### config.mk
export PLATFORM = sky130hd
export DESIGN_NAME = text_console_glyph_renderer_unit
export DESIGN_NICKNAME = d
export VERILOG_FILES = /design/src/rtl/core/tcgr_pkg.sv /design/src/rtl/core/tcgr_cfg.sv /design/src/rtl/core/tcgr_front.sv /design/src/rtl/core/tcgr_cmdq.sv /design/src/rtl/core/tcgr_back.sv /design/src/rtl/core/text_console_glyph_renderer_unit.sv
export SDC_FILE = /design/constraint.sdc
export NUM_CORES = 1
export LEC_CHECK = 0
export BUFFER_PORTS_ARGS = -buffer_cell sky130_fd_sc_hd__buf_2
export CAP_MARGIN = 15
export CORE_MARGIN = 2
export CORE_UTILIZATION = 50
export DETAILED_ROUTE_END_ITERATION = 10
export GPL_ROUTABILITY_DRIVEN = 0
export GPL_TIMING_DRIVEN = 0
export PLACE_DENSITY_LB_ADDON = 0.1
export SYNTH_ARGS = -nofsm -noshare
export SYNTH_HDL_FRONTEND = slang
export SYNTH_SLANG_ARGS = --single-unit
export TNS_END_PERCENT = 20
### constraint.sdc
create_clock -name clk -period 15.3 [get_ports clk]
set_clock_uncertainty 0.1 [all_clocks]
set_input_delay 1.53 -clock clk [delete_from_list [all_inputs] [get_ports clk]]
set_output_delay 1.53 -clock clk [all_outputs]
set_load 0.05 [all_outputs]
### src/rtl/core/tcgr_pkg.sv
// ---------------------------------------------------------------------------
// tcgr_pkg: shared types and constants for the text console glyph renderer
// Cursor and register widths, character codes, result kinds and the command
// record that passes from the front end to the back end.
// ---------------------------------------------------------------------------
package tcgr_pkg;

  localparam int CUR_W    = 13;
  localparam int OFF_W    = 26;
  localparam int MASK_W   = 8;
  localparam int COLOR_W  = 32;
  localparam int CODE_W   = 8;
  localparam int GLYPH_W  = 128;

  // Cursor steps, and the rows actually supplied with each glyph.
  localparam logic [CUR_W-1:0] GLYPH_HEIGHT = CUR_W'(16);
  localparam logic [CUR_W-1:0] GLYPH_WIDTH  = CUR_W'(8);
  localparam int GLYPH_ROWS = (int'(GLYPH_HEIGHT) < 16) ? int'(GLYPH_HEIGHT) : 16;
  localparam int ROW_CNT_W  = $clog2(GLYPH_ROWS);

  localparam int SCR_CNT_W = 2;

  localparam logic [CODE_W-1:0] CHAR_NUL     = 8'd0;
  localparam logic [CODE_W-1:0] CHAR_TAB     = 8'd9;
  localparam logic [CODE_W-1:0] CHAR_NEWLINE = 8'd10;

  localparam logic KIND_ROW    = 1'b0;
  localparam logic KIND_SCROLL = 1'b1;

  // Register map: index = byte address / 4.
  localparam int APB_ADDR_W = 4;
  localparam logic [1:0] REG_SCREEN_WIDTH  = 2'd0;
  localparam logic [1:0] REG_SCREEN_HEIGHT = 2'd1;
  localparam logic [1:0] REG_ROW_PITCH     = 2'd2;
  localparam logic [1:0] REG_FG_COLOR      = 2'd3;

  localparam logic [CUR_W-1:0]   RST_SCREEN_WIDTH  = CUR_W'(1024);
  localparam logic [CUR_W-1:0]   RST_SCREEN_HEIGHT = CUR_W'(768);
  localparam logic [CUR_W-1:0]   RST_ROW_PITCH     = CUR_W'(1024);
  localparam logic [COLOR_W-1:0] RST_FG_COLOR      = 32'h00FF_FFFF;

  localparam int CMDQ_DEPTH = 4;
  localparam int CMDQ_PTR_W = $clog2(CMDQ_DEPTH);

  typedef struct packed {
    logic [CUR_W-1:0]   screen_width;
    logic [CUR_W-1:0]   screen_height;
    logic [CUR_W-1:0]   row_pitch;
    logic [COLOR_W-1:0] fg_color;
  } tcgr_cfg_t;

  typedef struct packed {
    logic                 draw;
    logic [OFF_W-1:0]     base_off;
    logic [GLYPH_W-1:0]   glyph;
    logic [SCR_CNT_W-1:0] nscroll;
  } tcgr_cmd_t;

endpackage

### src/rtl/core/tcgr_cfg.sv
// ---------------------------------------------------------------------------
// tcgr_cfg: configuration register file
// APB-style write and read access to the four console registers.
// ---------------------------------------------------------------------------
module tcgr_cfg (
  input  logic                            clk,
  input  logic                            rst_n,
  input  logic                            cfg_psel,
  input  logic                            cfg_penable,
  input  logic                            cfg_pwrite,
  input  logic [tcgr_pkg::APB_ADDR_W-1:0] cfg_paddr,
  input  logic [31:0]                     cfg_pwdata,
  output logic [31:0]                     cfg_prdata,
  output logic                            cfg_pready,
  output tcgr_pkg::tcgr_cfg_t             cfg_o
);
  import tcgr_pkg::*;

  tcgr_cfg_t  regs_r, regs_nxt;
  logic [1:0] idx;
  logic       wr_en;

  assign cfg_pready = 1'b1;
  assign idx        = cfg_paddr[APB_ADDR_W-1:2];
  assign wr_en      = cfg_psel && cfg_penable && cfg_pwrite && cfg_pready;
  assign cfg_o      = regs_r;

  always_comb begin
    regs_nxt = regs_r;
    if (wr_en) begin
      unique case (idx)
        REG_SCREEN_WIDTH:  regs_nxt.screen_width  = cfg_pwdata[CUR_W-1:0];
        REG_SCREEN_HEIGHT: regs_nxt.screen_height = cfg_pwdata[CUR_W-1:0];
        REG_ROW_PITCH:     regs_nxt.row_pitch     = cfg_pwdata[CUR_W-1:0];
        REG_FG_COLOR:      regs_nxt.fg_color      = cfg_pwdata;
        default:           regs_nxt = regs_r;
      endcase
    end
  end

  always_comb begin
    unique case (idx)
      REG_SCREEN_WIDTH:  cfg_prdata = 32'(regs_r.screen_width);
      REG_SCREEN_HEIGHT: cfg_prdata = 32'(regs_r.screen_height);
      REG_ROW_PITCH:     cfg_prdata = 32'(regs_r.row_pitch);
      REG_FG_COLOR:      cfg_prdata = regs_r.fg_color;
      default:           cfg_prdata = '0;
    endcase
  end

  always_ff @(posedge clk) begin
    if (!rst_n) begin
      regs_r.screen_width  <= RST_SCREEN_WIDTH;
      regs_r.screen_height <= RST_SCREEN_HEIGHT;
      regs_r.row_pitch     <= RST_ROW_PITCH;
      regs_r.fg_color      <= RST_FG_COLOR;
    end else begin
      regs_r <= regs_nxt;
    end
  end

endmodule

### src/rtl/core/tcgr_front.sv
// ---------------------------------------------------------------------------
// tcgr_front: character classifier and cursor keeper
// Accepts one character per cycle while the command queue is not full,
// moves the cursor and queues a command for every character with beats.
// ---------------------------------------------------------------------------
module tcgr_front (
  input  logic                        clk,
  input  logic                        rst_n,
  input  tcgr_pkg::tcgr_cfg_t         cfg_i,
  input  logic                        in_valid,
  output logic                        in_ready,
  input  logic [tcgr_pkg::CODE_W-1:0] char_code,
  input  logic [63:0]                 glyph_top,
  input  logic [63:0]                 glyph_bottom,
  output logic                        push,
  output tcgr_pkg::tcgr_cmd_t         push_cmd,
  input  logic                        q_full
);
  import tcgr_pkg::*;

  logic [CUR_W-1:0] cur_x_r, cur_x_nxt;
  logic [CUR_W-1:0] cur_y_r, cur_y_nxt;

  logic             accept;
  logic             is_nul, is_nl, is_draw;
  logic [CUR_W-1:0] y_nl, x1, y1, x2, y2, y3;
  logic             s1, s2, wrap;

  assign in_ready = !q_full;
  assign accept   = in_valid && in_ready;
  assign is_nul   = (char_code == CHAR_NUL);
  assign is_nl    = (char_code == CHAR_NEWLINE);
  assign is_draw  = !is_nul && !is_nl && (char_code != CHAR_TAB);

  // Comparisons are made one bit wider so that y+16 and x+8 do not wrap.
  always_comb begin
    y_nl = cur_y_r + GLYPH_HEIGHT;
    s1   = is_nl && (({1'b0, y_nl} + {1'b0, GLYPH_HEIGHT}) > {1'b0, cfg_i.screen_height});
    if (is_nl) begin
      x1 = '0;
      y1 = s1 ? (y_nl - GLYPH_HEIGHT) : y_nl;
    end else begin
      x1 = cur_x_r + GLYPH_WIDTH;
      y1 = cur_y_r;
    end
    wrap = ({1'b0, x1} + {1'b0, GLYPH_WIDTH}) > {1'b0, cfg_i.screen_width};
    x2   = wrap ? '0 : x1;
    y2   = wrap ? (y1 + GLYPH_HEIGHT) : y1;
    s2   = ({1'b0, y2} + {1'b0, GLYPH_HEIGHT}) > {1'b0, cfg_i.screen_height};
    y3   = s2 ? (y2 - GLYPH_HEIGHT) : y2;
  end

  always_comb begin
    push_cmd.draw     = is_draw;
    // Offset of the first glyph row; later rows add the pitch in the back end.
    push_cmd.base_off = OFF_W'(cur_y_r) * OFF_W'(cfg_i.row_pitch) + OFF_W'(cur_x_r);
    push_cmd.glyph    = {glyph_top, glyph_bottom};
    push_cmd.nscroll  = SCR_CNT_W'(s1) + SCR_CNT_W'(s2);
    push              = accept && !is_nul && (is_draw || s1 || s2);

    cur_x_nxt = cur_x_r;
    cur_y_nxt = cur_y_r;
    if (accept && !is_nul) begin
      cur_x_nxt = x2;
      cur_y_nxt = y3;
    end
  end

  always_ff @(posedge clk) begin
    if (!rst_n) begin
      cur_x_r <= '0;
      cur_y_r <= '0;
    end else begin
      cur_x_r <= cur_x_nxt;
      cur_y_r <= cur_y_nxt;
    end
  end

endmodule

### src/rtl/core/tcgr_cmdq.sv
// ---------------------------------------------------------------------------
// tcgr_cmdq: command queue
// Small register FIFO that decouples the classifier from the beat generator.
// ---------------------------------------------------------------------------
module tcgr_cmdq (
  input  logic                clk,
  input  logic                rst_n,
  input  logic                push,
  input  tcgr_pkg::tcgr_cmd_t push_cmd,
  input  logic                pop,
  output tcgr_pkg::tcgr_cmd_t head_cmd,
  output logic                empty,
  output logic                full
);
  import tcgr_pkg::*;

  tcgr_cmd_t             entry_r [CMDQ_DEPTH];
  logic [CMDQ_PTR_W-1:0] wr_ptr_r, wr_ptr_nxt;
  logic [CMDQ_PTR_W-1:0] rd_ptr_r, rd_ptr_nxt;
  logic [CMDQ_PTR_W:0]   count_r, count_nxt;
  logic                  do_push, do_pop;

  assign empty    = (count_r == '0);
  assign full     = (count_r == (CMDQ_PTR_W+1)'(CMDQ_DEPTH));
  assign head_cmd = entry_r[rd_ptr_r];
  assign do_push  = push && !full;
  assign do_pop   = pop && !empty;

  always_comb begin
    wr_ptr_nxt = do_push ? wr_ptr_r + 1'b1 : wr_ptr_r;
    rd_ptr_nxt = do_pop  ? rd_ptr_r + 1'b1 : rd_ptr_r;
    count_nxt  = count_r + (CMDQ_PTR_W+1)'(do_push) - (CMDQ_PTR_W+1)'(do_pop);
  end

  always_ff @(posedge clk) begin
    if (!rst_n) begin
      wr_ptr_r <= '0;
      rd_ptr_r <= '0;
      count_r  <= '0;
    end else begin
      wr_ptr_r <= wr_ptr_nxt;
      rd_ptr_r <= rd_ptr_nxt;
      count_r  <= count_nxt;
    end
  end

  always_ff @(posedge clk) begin
    if (do_push) begin
      entry_r[wr_ptr_r] <= push_cmd;
    end
  end

endmodule

### src/rtl/core/tcgr_back.sv
// ---------------------------------------------------------------------------
// tcgr_back: result beat generator
// Plays out one queued command as glyph row writes and scroll requests,
// one beat per cycle unless stalled, into a registered output stage.
// ---------------------------------------------------------------------------
module tcgr_back (
  input  logic                         clk,
  input  logic                         rst_n,
  input  tcgr_pkg::tcgr_cfg_t          cfg_i,
  input  tcgr_pkg::tcgr_cmd_t          head_cmd,
  input  logic                         q_empty,
  output logic                         pop,
  output logic                         out_valid,
  input  logic                         out_ready,
  output logic                         out_kind,
  output logic [tcgr_pkg::OFF_W-1:0]   out_offset,
  output logic [tcgr_pkg::MASK_W-1:0]  out_mask,
  output logic [tcgr_pkg::COLOR_W-1:0] out_color,
  output logic                         out_last
);
  import tcgr_pkg::*;

  // Work on the current command
  logic                 draw_r, draw_nxt;
  logic [ROW_CNT_W-1:0] row_r, row_nxt;
  logic [SCR_CNT_W-1:0] scr_r, scr_nxt;
  logic [OFF_W-1:0]     off_r, off_nxt;
  logic [GLYPH_W-1:0]   glyph_r, glyph_nxt;

  // Output stage
  logic                 ov_r, ov_nxt;
  logic                 okind_r, okind_nxt;
  logic [OFF_W-1:0]     ooff_r, ooff_nxt;
  logic [MASK_W-1:0]    omask_r, omask_nxt;
  logic [COLOR_W-1:0]   ocolor_r, ocolor_nxt;
  logic                 olast_r, olast_nxt;

  logic busy, emit, beat_last, last_row;

  assign busy      = draw_r || (scr_r != '0);
  assign emit      = busy && (!ov_r || out_ready);
  assign last_row  = (row_r == ROW_CNT_W'(GLYPH_ROWS - 1));
  assign beat_last = draw_r ? (last_row && (scr_r == '0)) : (scr_r == SCR_CNT_W'(1));
  // The next command is taken as the last beat of the current one leaves.
  assign pop       = !q_empty && (!busy || (emit && beat_last));

  always_comb begin
    draw_nxt   = draw_r;
    row_nxt    = row_r;
    scr_nxt    = scr_r;
    off_nxt    = off_r;
    glyph_nxt  = glyph_r;
    ov_nxt     = ov_r;
    okind_nxt  = okind_r;
    ooff_nxt   = ooff_r;
    omask_nxt  = omask_r;
    ocolor_nxt = ocolor_r;
    olast_nxt  = olast_r;

    if (emit) begin
      ov_nxt    = 1'b1;
      olast_nxt = beat_last;
      if (draw_r) begin
        okind_nxt  = KIND_ROW;
        ooff_nxt   = off_r;
        omask_nxt  = glyph_r[GLYPH_W-1 -: MASK_W];
        ocolor_nxt = cfg_i.fg_color;
        glyph_nxt  = {glyph_r[GLYPH_W-MASK_W-1:0], MASK_W'(0)};
        off_nxt    = off_r + OFF_W'(cfg_i.row_pitch);
        row_nxt    = row_r + 1'b1;
        if (last_row) begin
          draw_nxt = 1'b0;
        end
      end else begin
        okind_nxt  = KIND_SCROLL;
        ooff_nxt   = '0;
        omask_nxt  = '0;
        ocolor_nxt = '0;
        scr_nxt    = scr_r - 1'b1;
      end
    end else if (out_ready) begin
      ov_nxt = 1'b0;
    end

    if (pop) begin
      draw_nxt  = head_cmd.draw;
      row_nxt   = '0;
      scr_nxt   = head_cmd.nscroll;
      off_nxt   = head_cmd.base_off;
      glyph_nxt = head_cmd.glyph;
    end
  end

  always_ff @(posedge clk) begin
    if (!rst_n) begin
      draw_r <= 1'b0;
      scr_r  <= '0;
      ov_r   <= 1'b0;
    end else begin
      draw_r <= draw_nxt;
      scr_r  <= scr_nxt;
      ov_r   <= ov_nxt;
    end
  end

  always_ff @(posedge clk) begin
    row_r    <= row_nxt;
    off_r    <= off_nxt;
    glyph_r  <= glyph_nxt;
    okind_r  <= okind_nxt;
    ooff_r   <= ooff_nxt;
    omask_r  <= omask_nxt;
    ocolor_r <= ocolor_nxt;
    olast_r  <= olast_nxt;
  end

  assign out_valid  = ov_r;
  assign out_kind   = okind_r;
  assign out_offset = ooff_r;
  assign out_mask   = omask_r;
  assign out_color  = ocolor_r;
  assign out_last   = olast_r;

endmodule

### src/rtl/core/text_console_glyph_renderer_unit.sv
// ---------------------------------------------------------------------------
// text_console_glyph_renderer_unit: text console cursor and glyph writer
// Turns character beats with their 8x16 bitmaps into framebuffer row writes
// and scroll requests, keeping the pixel cursor.
//
//   channel | direction | beat contents
//   --------+-----------+----------------------------------------------------
//   in_     | slave     | char_code, glyph_top, glyph_bottom
//   out_    | master    | pixel_offset, row_mask, pixel_color; tuser kind; tlast
//   cfg_    | APB slave | screen_width, screen_height, row_pitch, fg_color
//
// A drawn character gives 16 row beats (17 with a scroll), back to back
// while the output is ready; a newline gives up to two scroll beats, a tab
// at most one, code zero none. The output channel sets the rate of drawn
// characters. A four-entry command queue lets characters be taken back to
// back while beats drain. From idle the first beat of an accepted character
// passes through the command queue, the beat generator and the output stage;
// behind a busy generator it follows the previous last beat with no gap.
// Reset is synchronous and clears the cursor, queue and output stage.
// ---------------------------------------------------------------------------
module text_console_glyph_renderer_unit (
  input  logic                            clk,
  input  logic                            rst_n,
  input  logic                            in_tvalid,
  output logic                            in_tready,
  // [7:0] char_code, [71:8] glyph_top, [135:72] glyph_bottom
  input  logic [135:0]                    in_tdata,
  output logic                            out_tvalid,
  input  logic                            out_tready,
  // [25:0] pixel_offset, [33:26] row_mask, [65:34] pixel_color, [71:66] zero
  output logic [71:0]                     out_tdata,
  // [0] kind
  output logic [0:0]                      out_tuser,
  output logic                            out_tlast,
  input  logic                            cfg_psel,
  input  logic                            cfg_penable,
  input  logic                            cfg_pwrite,
  input  logic [tcgr_pkg::APB_ADDR_W-1:0] cfg_paddr,
  input  logic [31:0]                     cfg_pwdata,
  output logic [31:0]                     cfg_prdata,
  output logic                            cfg_pready
);
  import tcgr_pkg::*;

  tcgr_cfg_t          cfg;
  tcgr_cmd_t          push_cmd, head_cmd;
  logic               push, pop, q_empty, q_full;
  logic               o_kind;
  logic [OFF_W-1:0]   o_off;
  logic [MASK_W-1:0]  o_mask;
  logic [COLOR_W-1:0] o_color;

  tcgr_cfg u_cfg (
    .clk         (clk),
    .rst_n       (rst_n),
    .cfg_psel    (cfg_psel),
    .cfg_penable (cfg_penable),
    .cfg_pwrite  (cfg_pwrite),
    .cfg_paddr   (cfg_paddr),
    .cfg_pwdata  (cfg_pwdata),
    .cfg_prdata  (cfg_prdata),
    .cfg_pready  (cfg_pready),
    .cfg_o       (cfg)
  );

  tcgr_front u_front (
    .clk          (clk),
    .rst_n        (rst_n),
    .cfg_i        (cfg),
    .in_valid     (in_tvalid),
    .in_ready     (in_tready),
    .char_code    (in_tdata[7:0]),
    .glyph_top    (in_tdata[71:8]),
    .glyph_bottom (in_tdata[135:72]),
    .push         (push),
    .push_cmd     (push_cmd),
    .q_full       (q_full)
  );

  tcgr_cmdq u_cmdq (
    .clk      (clk),
    .rst_n    (rst_n),
    .push     (push),
    .push_cmd (push_cmd),
    .pop      (pop),
    .head_cmd (head_cmd),
    .empty    (q_empty),
    .full     (q_full)
  );

  tcgr_back u_back (
    .clk        (clk),
    .rst_n      (rst_n),
    .cfg_i      (cfg),
    .head_cmd   (head_cmd),
    .q_empty    (q_empty),
    .pop        (pop),
    .out_valid  (out_tvalid),
    .out_ready  (out_tready),
    .out_kind   (o_kind),
    .out_offset (o_off),
    .out_mask   (o_mask),
    .out_color  (o_color),
    .out_last   (out_tlast)
  );

  assign out_tdata = {6'b0, o_color, o_mask, o_off};
  assign out_tuser = o_kind;

endmodule

## Yosys cells after proc, flatten, opt, wreduce, memory -nomap -nowiden

Memories as Yosys holds them, arrays and structs flattened. A register that Yosys moved wholly into a read port is not among the register bits.
Index checks and enable logic that the tools add are counted.

- Word-level logic and storage cells: 119
- Flip-flop bits (word level): 334
- Output and inout port bits: 109
- Bits of input ports: 179
- Memories kept: 1
- Bits in writable memories: 628

- $lt $le $gt $ge: 3
- Multipliers: 1
- Equal/unequal tests: 9
- Multiplexer cells: 28
- Add/sub/neg operators: 17
- Reductions and logical operators: 40

Memory list:

| memory | depth | bits a word | rd ports | clocked after memory_dff | wr ports | line | source |
|---|---|---|---|---|---|---|---|
| u_cmdq.entry_r | 4 | 157 | 1 | 1 | 1 | tcgr_cmdq.sv:17 | `tcgr_cmd_t entry_r [CMDQ_DEPTH];` |

Operator list:

| operator | count |
|---|---|
| 2-to-1 mux 128 bit | 3 |
| one-hot mux 32 bit (4 select lines) | 1 |
| 2-to-1 mux 13 bit | 6 |
| 2-to-1 mux 26 bit | 3 |
| adder 26 x 13 -> 26 bit | 2 |
| > comparator 14 x 13 -> 1 bit | 3 |
| adder 13 x 5 -> 14 bit (second input constant) | 2 |
| adder 13 x 5 -> 13 bit (second input constant) | 2 |
| multiplier 13 x 13 -> 26 bit | 1 |
| subtractor 13 x 5 -> 13 bit (second input constant) | 2 |
| adder 13 x 4 -> 14 bit (second input constant) | 1 |
| logical AND 1 bit | 14 |
| AND reduction 2 bit | 7 |
| adder 13 x 4 -> 13 bit (second input constant) | 1 |
| 2-to-1 mux 1 bit | 10 |
| 2-to-1 mux 2 bit | 5 |
| equality test 8 x 4 -> 1 bit (second input constant) | 1 |
| logical NOT 8 bit | 1 |
| inequality test 8 x 4 -> 1 bit (second input constant) | 1 |
| nonzero test 2 bit | 4 |
| logical NOT 1 bit | 6 |
| logical OR 1 bit | 5 |
| adder 2 x 1 -> 2 bit (second input constant) | 2 |
| adder 4 x 1 -> 4 bit (second input constant) | 1 |
| other kinds (11) | 14 |

## Depth between registers and ports, before layout

Gate-level depths: netlist of run 1.

- Depth after elaboration: 15
- Depth in mapped cells: 37
- Gate-level depth less buffers: 35

## By module

From an unflattened synthesis of run 1, not the netlist that was laid out.

- Cells, all modules: 3272
- Area, all modules: 45582.5 µm²

Modules (own cells, without submodules):

| module | area each (µm²) | cells each | times used | seq. area each (µm²) |
|---|---|---|---|---|
| tcgr_cmdq | 23241.0 | 871 | 1 | 19038.3 |
| tcgr_back | 10171.0 | 917 | 1 | 6826.5 |
| tcgr_front | 8896.0 | 1144 | 1 | 440.4 |
| tcgr_cfg | 3225.6 | 333 | 1 | 1421.4 |
| text_console_glyph_renderer_unit | 48.8 | 7 | 1 | 0.0 |

## Worst setup path after synthesis of run 1

OpenSTA, ideal clock, no wires.

- Path kind: input to register
- From: input port in_tdata[5]
- To: memory u_cmdq.entry_r[0][0] (netlist name) (enable)
- Required time: 14.664 ns
- Path buffers: 3
- Setup time: 0.536 ns
- Stages on the path: 32
- Data arrival time: 10.696 ns
- Path slack: 3.968 ns
- Cell sequence: or4_1 nor3b_1 clkbuf_1 or2_2 inv_1 ha_1 a22o_1 a32oi_1 xor2_1 nor2_1 ha_1 a21o_1 a21oi_1 o211ai_1 o21ai_0 o31ai_1 buf_2 nor2b_1 nand2_1 xor2_1 nand3_1 a21oi_1 nand2b_1 xnor2_1 ha_1 nand3_1 or4_1 nand3_1 o21ai_0 o41a_1 buf_6 and2_1

- Longest elaborated chain between the ends: 13
- Elaborated cells on any way between the ends: 24

RTL lines:

| element | line | source |
|---|---|---|
| start, declared | text_console_glyph_renderer_unit.sv:27 | `input logic [135:0] in_tdata,` |
| parallel branches: the longest is 9 deep, another holds adder 13 x 4 -> 14 bit | - |  |
| logical AND 1 bit * | tcgr_front.sv:59 | `push = accept && !is_nul && (is_draw \|\| s1 \|\| s2);` |
| logical AND 1 bit * | tcgr_cmdq.sv:26 | `assign do_push = push && !full;` |
| via u_cmdq.do_push | tcgr_cmdq.sv:21 | `logic do_push, do_pop;` |
| 2-to-1 mux 1 bit * | tcgr_cmdq.sv:48 | `if (do_push) begin` |
| 2-to-1 mux 1 bit (not written as such) * | tcgr_cmdq.sv:49 | `entry_r[wr_ptr_r] <= push_cmd;` |
| end, declared | tcgr_cmdq.sv:17 |  |

Mark *: on every way through the listed nets, which the timed path passes.

## Final worst setup path of run 1

- From: input port in_tdata[5]
- To: memory u_cmdq.entry_r[0][13] (netlist name) (enable)

Same word-level chain as after synthesis.

==> results of run 1 <==
==> logic make-up (layout without fill, tap and decap cells) <==
kind of cell,after synthesis,in the layout,synth area share
simple gates,712,712,0.0792
xor+xnor,100,100,0.0203
fa+ha+maj,232,232,0.0807
other cells,2,15,0.000171
compound gates,258,258,0.0377
mux,300,300,0.121
flops,960,960,0.633
buf+inv,317,809,0.0282
==> worst min path at each step <==
stage / endpoint / slack [ns] / cells after the start / startpoint
CTS: u_cfg.cfg_o[31]$_SDFFE_PN0P_ / 0.38 / 2 / u_cfg.cfg_o[31]$_SDFFE_PN0P_
detailed placement: u_cfg.cfg_o[31]$_SDFFE_PN0P_ / 0.37 / 2 / u_cfg.cfg_o[31]$_SDFFE_PN0P_
global placement: u_cfg.cfg_o[28]$_SDFFE_PN0P_ / 0.36 / 2 / u_cfg.cfg_o[28]$_SDFFE_PN0P_
finish: u_cfg.cfg_o[31]$_SDFFE_PN0P_ / 0.38 / 2 / u_cfg.cfg_o[31]$_SDFFE_PN0P_
global route: u_cfg.cfg_o[14]$_SDFFE_PN1P_ / 0.41 / 2 / u_cfg.cfg_o[14]$_SDFFE_PN1P_
floorplan: u_cfg.cfg_o[24]$_SDFFE_PN0P_ / 0.34 / 2 / u_cfg.cfg_o[24]$_SDFFE_PN0P_
==> layout by cell type (no fill, tap or decap), drive strengths merged, types with 37 or more instances in the layout <==
master / synthesis / final
a21oi: 96 / 96
and2: 137 / 137
buf: 31 / 334
clkbuf: 120 / 247
clkinv: 1 / 40
dfxtp: 110 / 110
edfxtp: 850 / 850
fa: 84 / 84
ha: 148 / 148
inv: 165 / 169
mux2: 124 / 124
mux4: 170 / 170
nand2: 292 / 292
nand3: 53 / 53
nor2: 91 / 91
o21ai: 60 / 60
xnor2: 63 / 63
xor2: 37 / 37
==> power by group <==
part	switching, W	total (W)	internal (W)
Clock	0.00102	0.00245	0.00143
Combinational	0.00169	0.00275	0.00107
Sequential	0.000193	0.00382	0.00362
Total	0.00290	0.00902	0.00612
==> metal layers <==
layer,routed length [um],share of wire
met3,6660,0.066
met2,48900,0.48
met1,43500,0.43
met4,2250,0.022
met5,35,0.00035
==> tightest hold or removal path, cell delays in order, from the launching register on <==
cell	delay (ns)
dfxtp_1	0.32
nand2_1	0.06
a21oi_1	0.05
==> state kept, by name, indices dropped and copies added (netlist names), 3 cells and up, named ones only <==
signal and cells:
u_back.glyph_r 128, u_back.out_offset 26, u_back.row_r 4, u_cmdq.count_r 3
u_front.cur_y_r 9, u_front.cur_x_r 13, u_back.out_mask 8, u_back.off_r 26
u_cmdq.entry_r 628, u_cfg.cfg_o 71, u_back.out_color 32
==> cell type report <==
| type | instances | area (sq um) |
|---|---|---|
| inverter | 166 | 623 |
| antenna | 8 | 20.0 |
| sequential | 960 | 27700 |
| clock inverter | 61 | 708 |
| tap | 1155 | 1450 |
| multi-input combinational | 1609 | 14900 |
| buffer | 151 | 613 |
| clock buffer | 127 | 2670 |
| timing repair buffer | 304 | 2030 |
| fill | 6793 | 36000 |
==> through the flow <==
stage                     std cells  utilization  TNS, ns  setup WS (ns)  total power (W)
final                          4541        0.585        0           5.03          0.00902
after global routing           4535        0.584        0           4.64          0.00942
after floorplan                2886            -        0           3.97          0.00578
after CTS                      4531        0.584        0           5.10          0.00909
after global placement         4318        0.538  -958.34          -1.51          0.00658
after detailed placement       4343        0.545        0           4.46          0.00662
==> reports/metrics.csv, run 1 <==
metric,value,unit
grt met2 use,0.373,
Bufs and invs on worst path,8,
first-pass GRT wire length,156,mm
CTS tree,built,
post-CTS sizing,0,
HPWL Detailed,71.8,mm
Synth top area share,0.583,
Via density,5.60,
sequential area share after synthesis,0.633,
final setup fails,0,
Root Buffer,clkbuf_16,
Critical Path AT,10.47,ns
Worst EP required,15.50,ns
Fin. Hold Viols,0,
CP peak stage delay,0.60,ns
critical-path maximum fanout,55,
Cell Rows,108,
Die Height,300,um
CTS buffer count,100,
reg2reg start,u_front.cur_y_r[5]$_SDFFE_PN0P_,
transition time of the tightest slew-check pin,1.22,ns
synthesized area,0.0438,sq mm
Setup crit end kind,flip-flop,
Startpoint Class,primary input,
initial core utilization,0.505,
reg-to-reg endpoint,u_cmdq.entry_r[0][13]$_DFFE_PP_,
number of DRC markers in iteration 0,1951,
worst skew pair latency,0.67,ns
R2R depth,31,
critical path class,primary input to flip-flop,
asr flop ratio synth,0,
Area contributors post-synth,"edfxtp_1 58%, mux4_2 8.7%, dfxtp_1 5.0%, ha_1 4.2%, fa_1 3.8%",
largest net degree at the start of global routing,56,
gate count after technology mapping,2881,
H-tree depth,3,
Final Cycle Share,0.671,
met3 Track Usage GR,0.0378,
TritonCTS Sinks,960,
Hold WS,0.380,ns
RSZ-0062 raised after global routing,false,
Final Net Count,3703,
DR pass1 iterations,5,
DR WL/cell,22.3,um
Peak supply drop,0.175,mV
number of global-route vias before repair,26200,
synth warn,0,
CP Launch Point,in_tdata[5],
antenna violations before repair,11,
full die area,0.0900,sq mm
leading cell type by number of instances after synthesis,edfxtp_1,
most used flip-flop cell after synthesis,edfxtp_1,
Placed Area,0.0473,sq mm
worst hold path class,flip-flop to flip-flop,
status,completed,
Final ANT Viol Nets,0,
WL final,101,mm
Area Overhead vs Synth,15.8,%
cell area after layout,0.0507,sq mm
Max clock buf depth,3,
critical path depth,36,
Core ar.,0.0868,sq mm
minimum clock period,10.27,ns
I/O pin count,288,
synth unique cells,76,
Setup crit end,u_cmdq.entry_r[0][13]$_DFFE_PP_,
Overflow after GRT,0,
Synth top cells by count,"850 x edfxtp_1, 292 x nand2_1, 170 x mux4_2",
"flops & latches, synth",960,
"Clk pin slew, worst setup/hold paths",0.06,ns
grt met1 use,0.318,
max-slew violation count,0,
setup bufs post-CTS,0,
Static Leak,18.6,nW
DRC violations left,0,
max_cap viols,0,
worst reg2reg setup slack,5.73,ns
DIE WIDTH,300,um
via count,25400,
Worst path slowest cell,and2_4,
gr busiest metal,met2,
Post-CTS Hold Fix Bufs,0,
Total Routing Usage GR,0.227,
Fmax achieved,97.4,MHz
dominant cell type by area after synthesis,edfxtp_1,
layout cells sized above 1,0.232,
syn_area_per_cell,15.2,sq um
P per Cell Area,178,mW/mm^2
Top Family by Delay on Critical Path,simple AND/OR/NAND/NOR gates,
# port buffers,277,
Slew headroom,0.167,
Post-synth EDFFs,850,
(Power assumes the default switching activity.)
==> inputs of run 2 (changes only) <==
- clock period: 15.3 -> 9.6 ns (I/O delays scaled with it)
==> run 2 against run 1 <==
Final cell count about the same. Worst setup slack worse by 4.6 ns. Combinational power up 60%. Non-clock buffer count down 1. Critical path type is now flip-flop to flip-flop. Highest routed layer unchanged.
==> reports/metrics.csv, run 2 (synthesis results as in run 1) <==
metric,value,unit,change
RSZ-0062 raised after global routing,false,,unchanged
Root Buffer,clkbuf_16,,unchanged
# port buffers,277,,unchanged
Final ANT Viol Nets,0,,unchanged
DR pass1 iterations,5,,unchanged
final setup fails,0,,unchanged
"commonest non-fill, non-tap cell in the layout",edfxtp_1,,unchanged
Critical Path AT,9.40,ns,was 10.47 ns
full die area,0.0900,sq mm,unchanged
CP peak stage delay,0.59,ns,was 0.60 ns
critical-path maximum fanout,52,,was 55
final core occ,0.583,,was 0.585
post-CTS sizing,0,,unchanged
worst skew pair latency,0.68,ns,was 0.67 ns
crit-path most repeated cell,ha_1,,
critical path class,flip-flop to flip-flop,,was primary input to flip-flop
DR WL/cell,22.5,um,was 22.3 um
via count,25400,,about the same
total power,0.0142,W,was 0.00902 W
setup TNS,0,ns,unchanged
I/O pin count,288,,unchanged
Worst EP required,9.87,ns,was 15.50 ns
Final Net Count,3705,,was 3703
Startpoint Class,flip-flop,,was primary input
CTS buffer count,99,,was 100
minimum clock period,9.12,ns,
Final WS setup,0.476,ns,was 5.03 ns
max-slew violation count,0,,unchanged
worst reg2reg setup slack,0.48,ns,was 5.73 ns
Via density,5.60,,about the same
H-tree depth,3,,unchanged
Slew headroom,0.152,,was 0.167
Die Height,300,um,unchanged
status,completed,,unchanged
WL final,102,mm,was 101 mm
DIE WIDTH,300,um,unchanged
DRC violations left,0,,unchanged
DP Worst Slack,-0.631,ns,was 4.46 ns
initial core utilization,0.505,,unchanged
max reg flops,628,,unchanged
Peak supply drop,0.261,mV,was 0.175 mV
HPWL Detailed,72.1,mm,was 71.8 mm
Cell Rows,108,,unchanged
layout cells sized above 1,0.232,,about the same
Static Leak,18.6,nW,about the same
Fmax achieved,110,MHz,
Fin. Hold Viols,0,,unchanged
CTS tree,built,,unchanged
Max clock buf depth,3,,unchanged
number of global-route vias before repair,26200,,about the same
Area Overhead vs Synth,15.5,%,was 15.8%
Setup crit end kind,flip-flop,,unchanged
TritonCTS Sinks,960,,unchanged
Post-CTS Hold Fix Bufs,0,,unchanged
transition time of the tightest slew-check pin,1.26,ns,was 1.22 ns
"Clk pin slew, worst setup/hold paths",0.06,ns,about the same
"Most flops, register",u_cmdq.entry_r,,unchanged
Overflow after GRT,0,,unchanged
Core ar.,0.0868,sq mm,unchanged
max_cap viols,0,,unchanged
setup bufs post-CTS,0,,unchanged
largest net degree at the start of global routing,53,,was 56
Hold WS,0.376,ns,was 0.380 ns
P per Cell Area,281,mW/mm^2,was 178 mW/mm^2
Final Cycle Share,0.950,,
most frequent cells in the layout,"850 x edfxtp_1, 292 x nand2_1, 285 x buf_2, 170 x mux4_2, 165 x inv_1",,unchanged
first-pass GRT wire length,154,mm,was 156 mm
number of DRC markers in iteration 0,2158,,was 1951
antenna violations before repair,16,,was 11
Total Routing Usage GR,0.225,,was 0.227
Worst path slowest cell,dfxtp_1,,was and2_4
worst hold path class,flip-flop to flip-flop,,unchanged
[run 2: path summary, 6_finish.rpt]
check | endpoint | cells past startpoint | startpoint
setup / recovery | u_cmdq.entry_r[2][44]$_DFFE_PP_ | 31 | u_front.cur_y_r[5]$_SDFFE_PN0P_
hold / removal | u_cfg.cfg_o[24]$_SDFFE_PN0P_ | 2 | u_cfg.cfg_o[24]$_SDFFE_PN0P_
setup reg to reg | u_cmdq.entry_r[2][44]$_DFFE_PP_ | 31 | u_front.cur_y_r[5]$_SDFFE_PN0P_
hold reg to reg | u_cfg.cfg_o[24]$_SDFFE_PN0P_ | 2 | u_cfg.cfg_o[24]$_SDFFE_PN0P_
[run 2: final cells by class]
type	instances	area, sq um
tap	1155	1450
antenna	9	22.5
clock inverter	48	509
buffer	150	609
fill	6808	36100
inverter	166	623
multi-input combinational	1613	14900
sequential	960	27700
timing repair buffer	304	2020
clock buffer	135	2730
[run 2: per-layer routing]
metal | wire length (um) | share of wire | global-route usage | up-vias
li1 | - | - | - | 11500
met2 | 48500 | 0.47 | 0.367 | 812
met5 | 50 | 0.00049 | 0 | -
met4 | 2310 | 0.023 | 0.0615 | 8
met3 | 6790 | 0.066 | 0.0327 | 150
met1 | 44600 | 0.44 | 0.319 | 13000
[run 2: metrics by stage]
stage	instance area, sq um	instances
6_report	50600	4540
4_1_cts	50500	4527
2_1_floorplan	43800	2886
3_5_place_dp	47300	4344
5_1_grt	50600	4534
3_3_place_gp	46600	4318
[run 2: critical path: cells and delay by family (launching register included)]
kind / cells / cell delay (ns)
simple gates: 12 / 2.99
compound gates: 8 / 2.35
fa+ha+maj: 4 / 1.22
buf+inv: 5 / 1.22
flops: 1 / 0.59
xor+xnor: 2 / 0.26
[run 2: report_power, final]
part	switching [W]	total [W]	internal (W)	leakage (nW)
combinational	0.00270	0.00439	0.00169	8.14
sequential	0.000310	0.00609	0.00578	8.84
clock	0.00158	0.00375	0.00217	1.58
total	0.00459	0.0142	0.00964	18.6
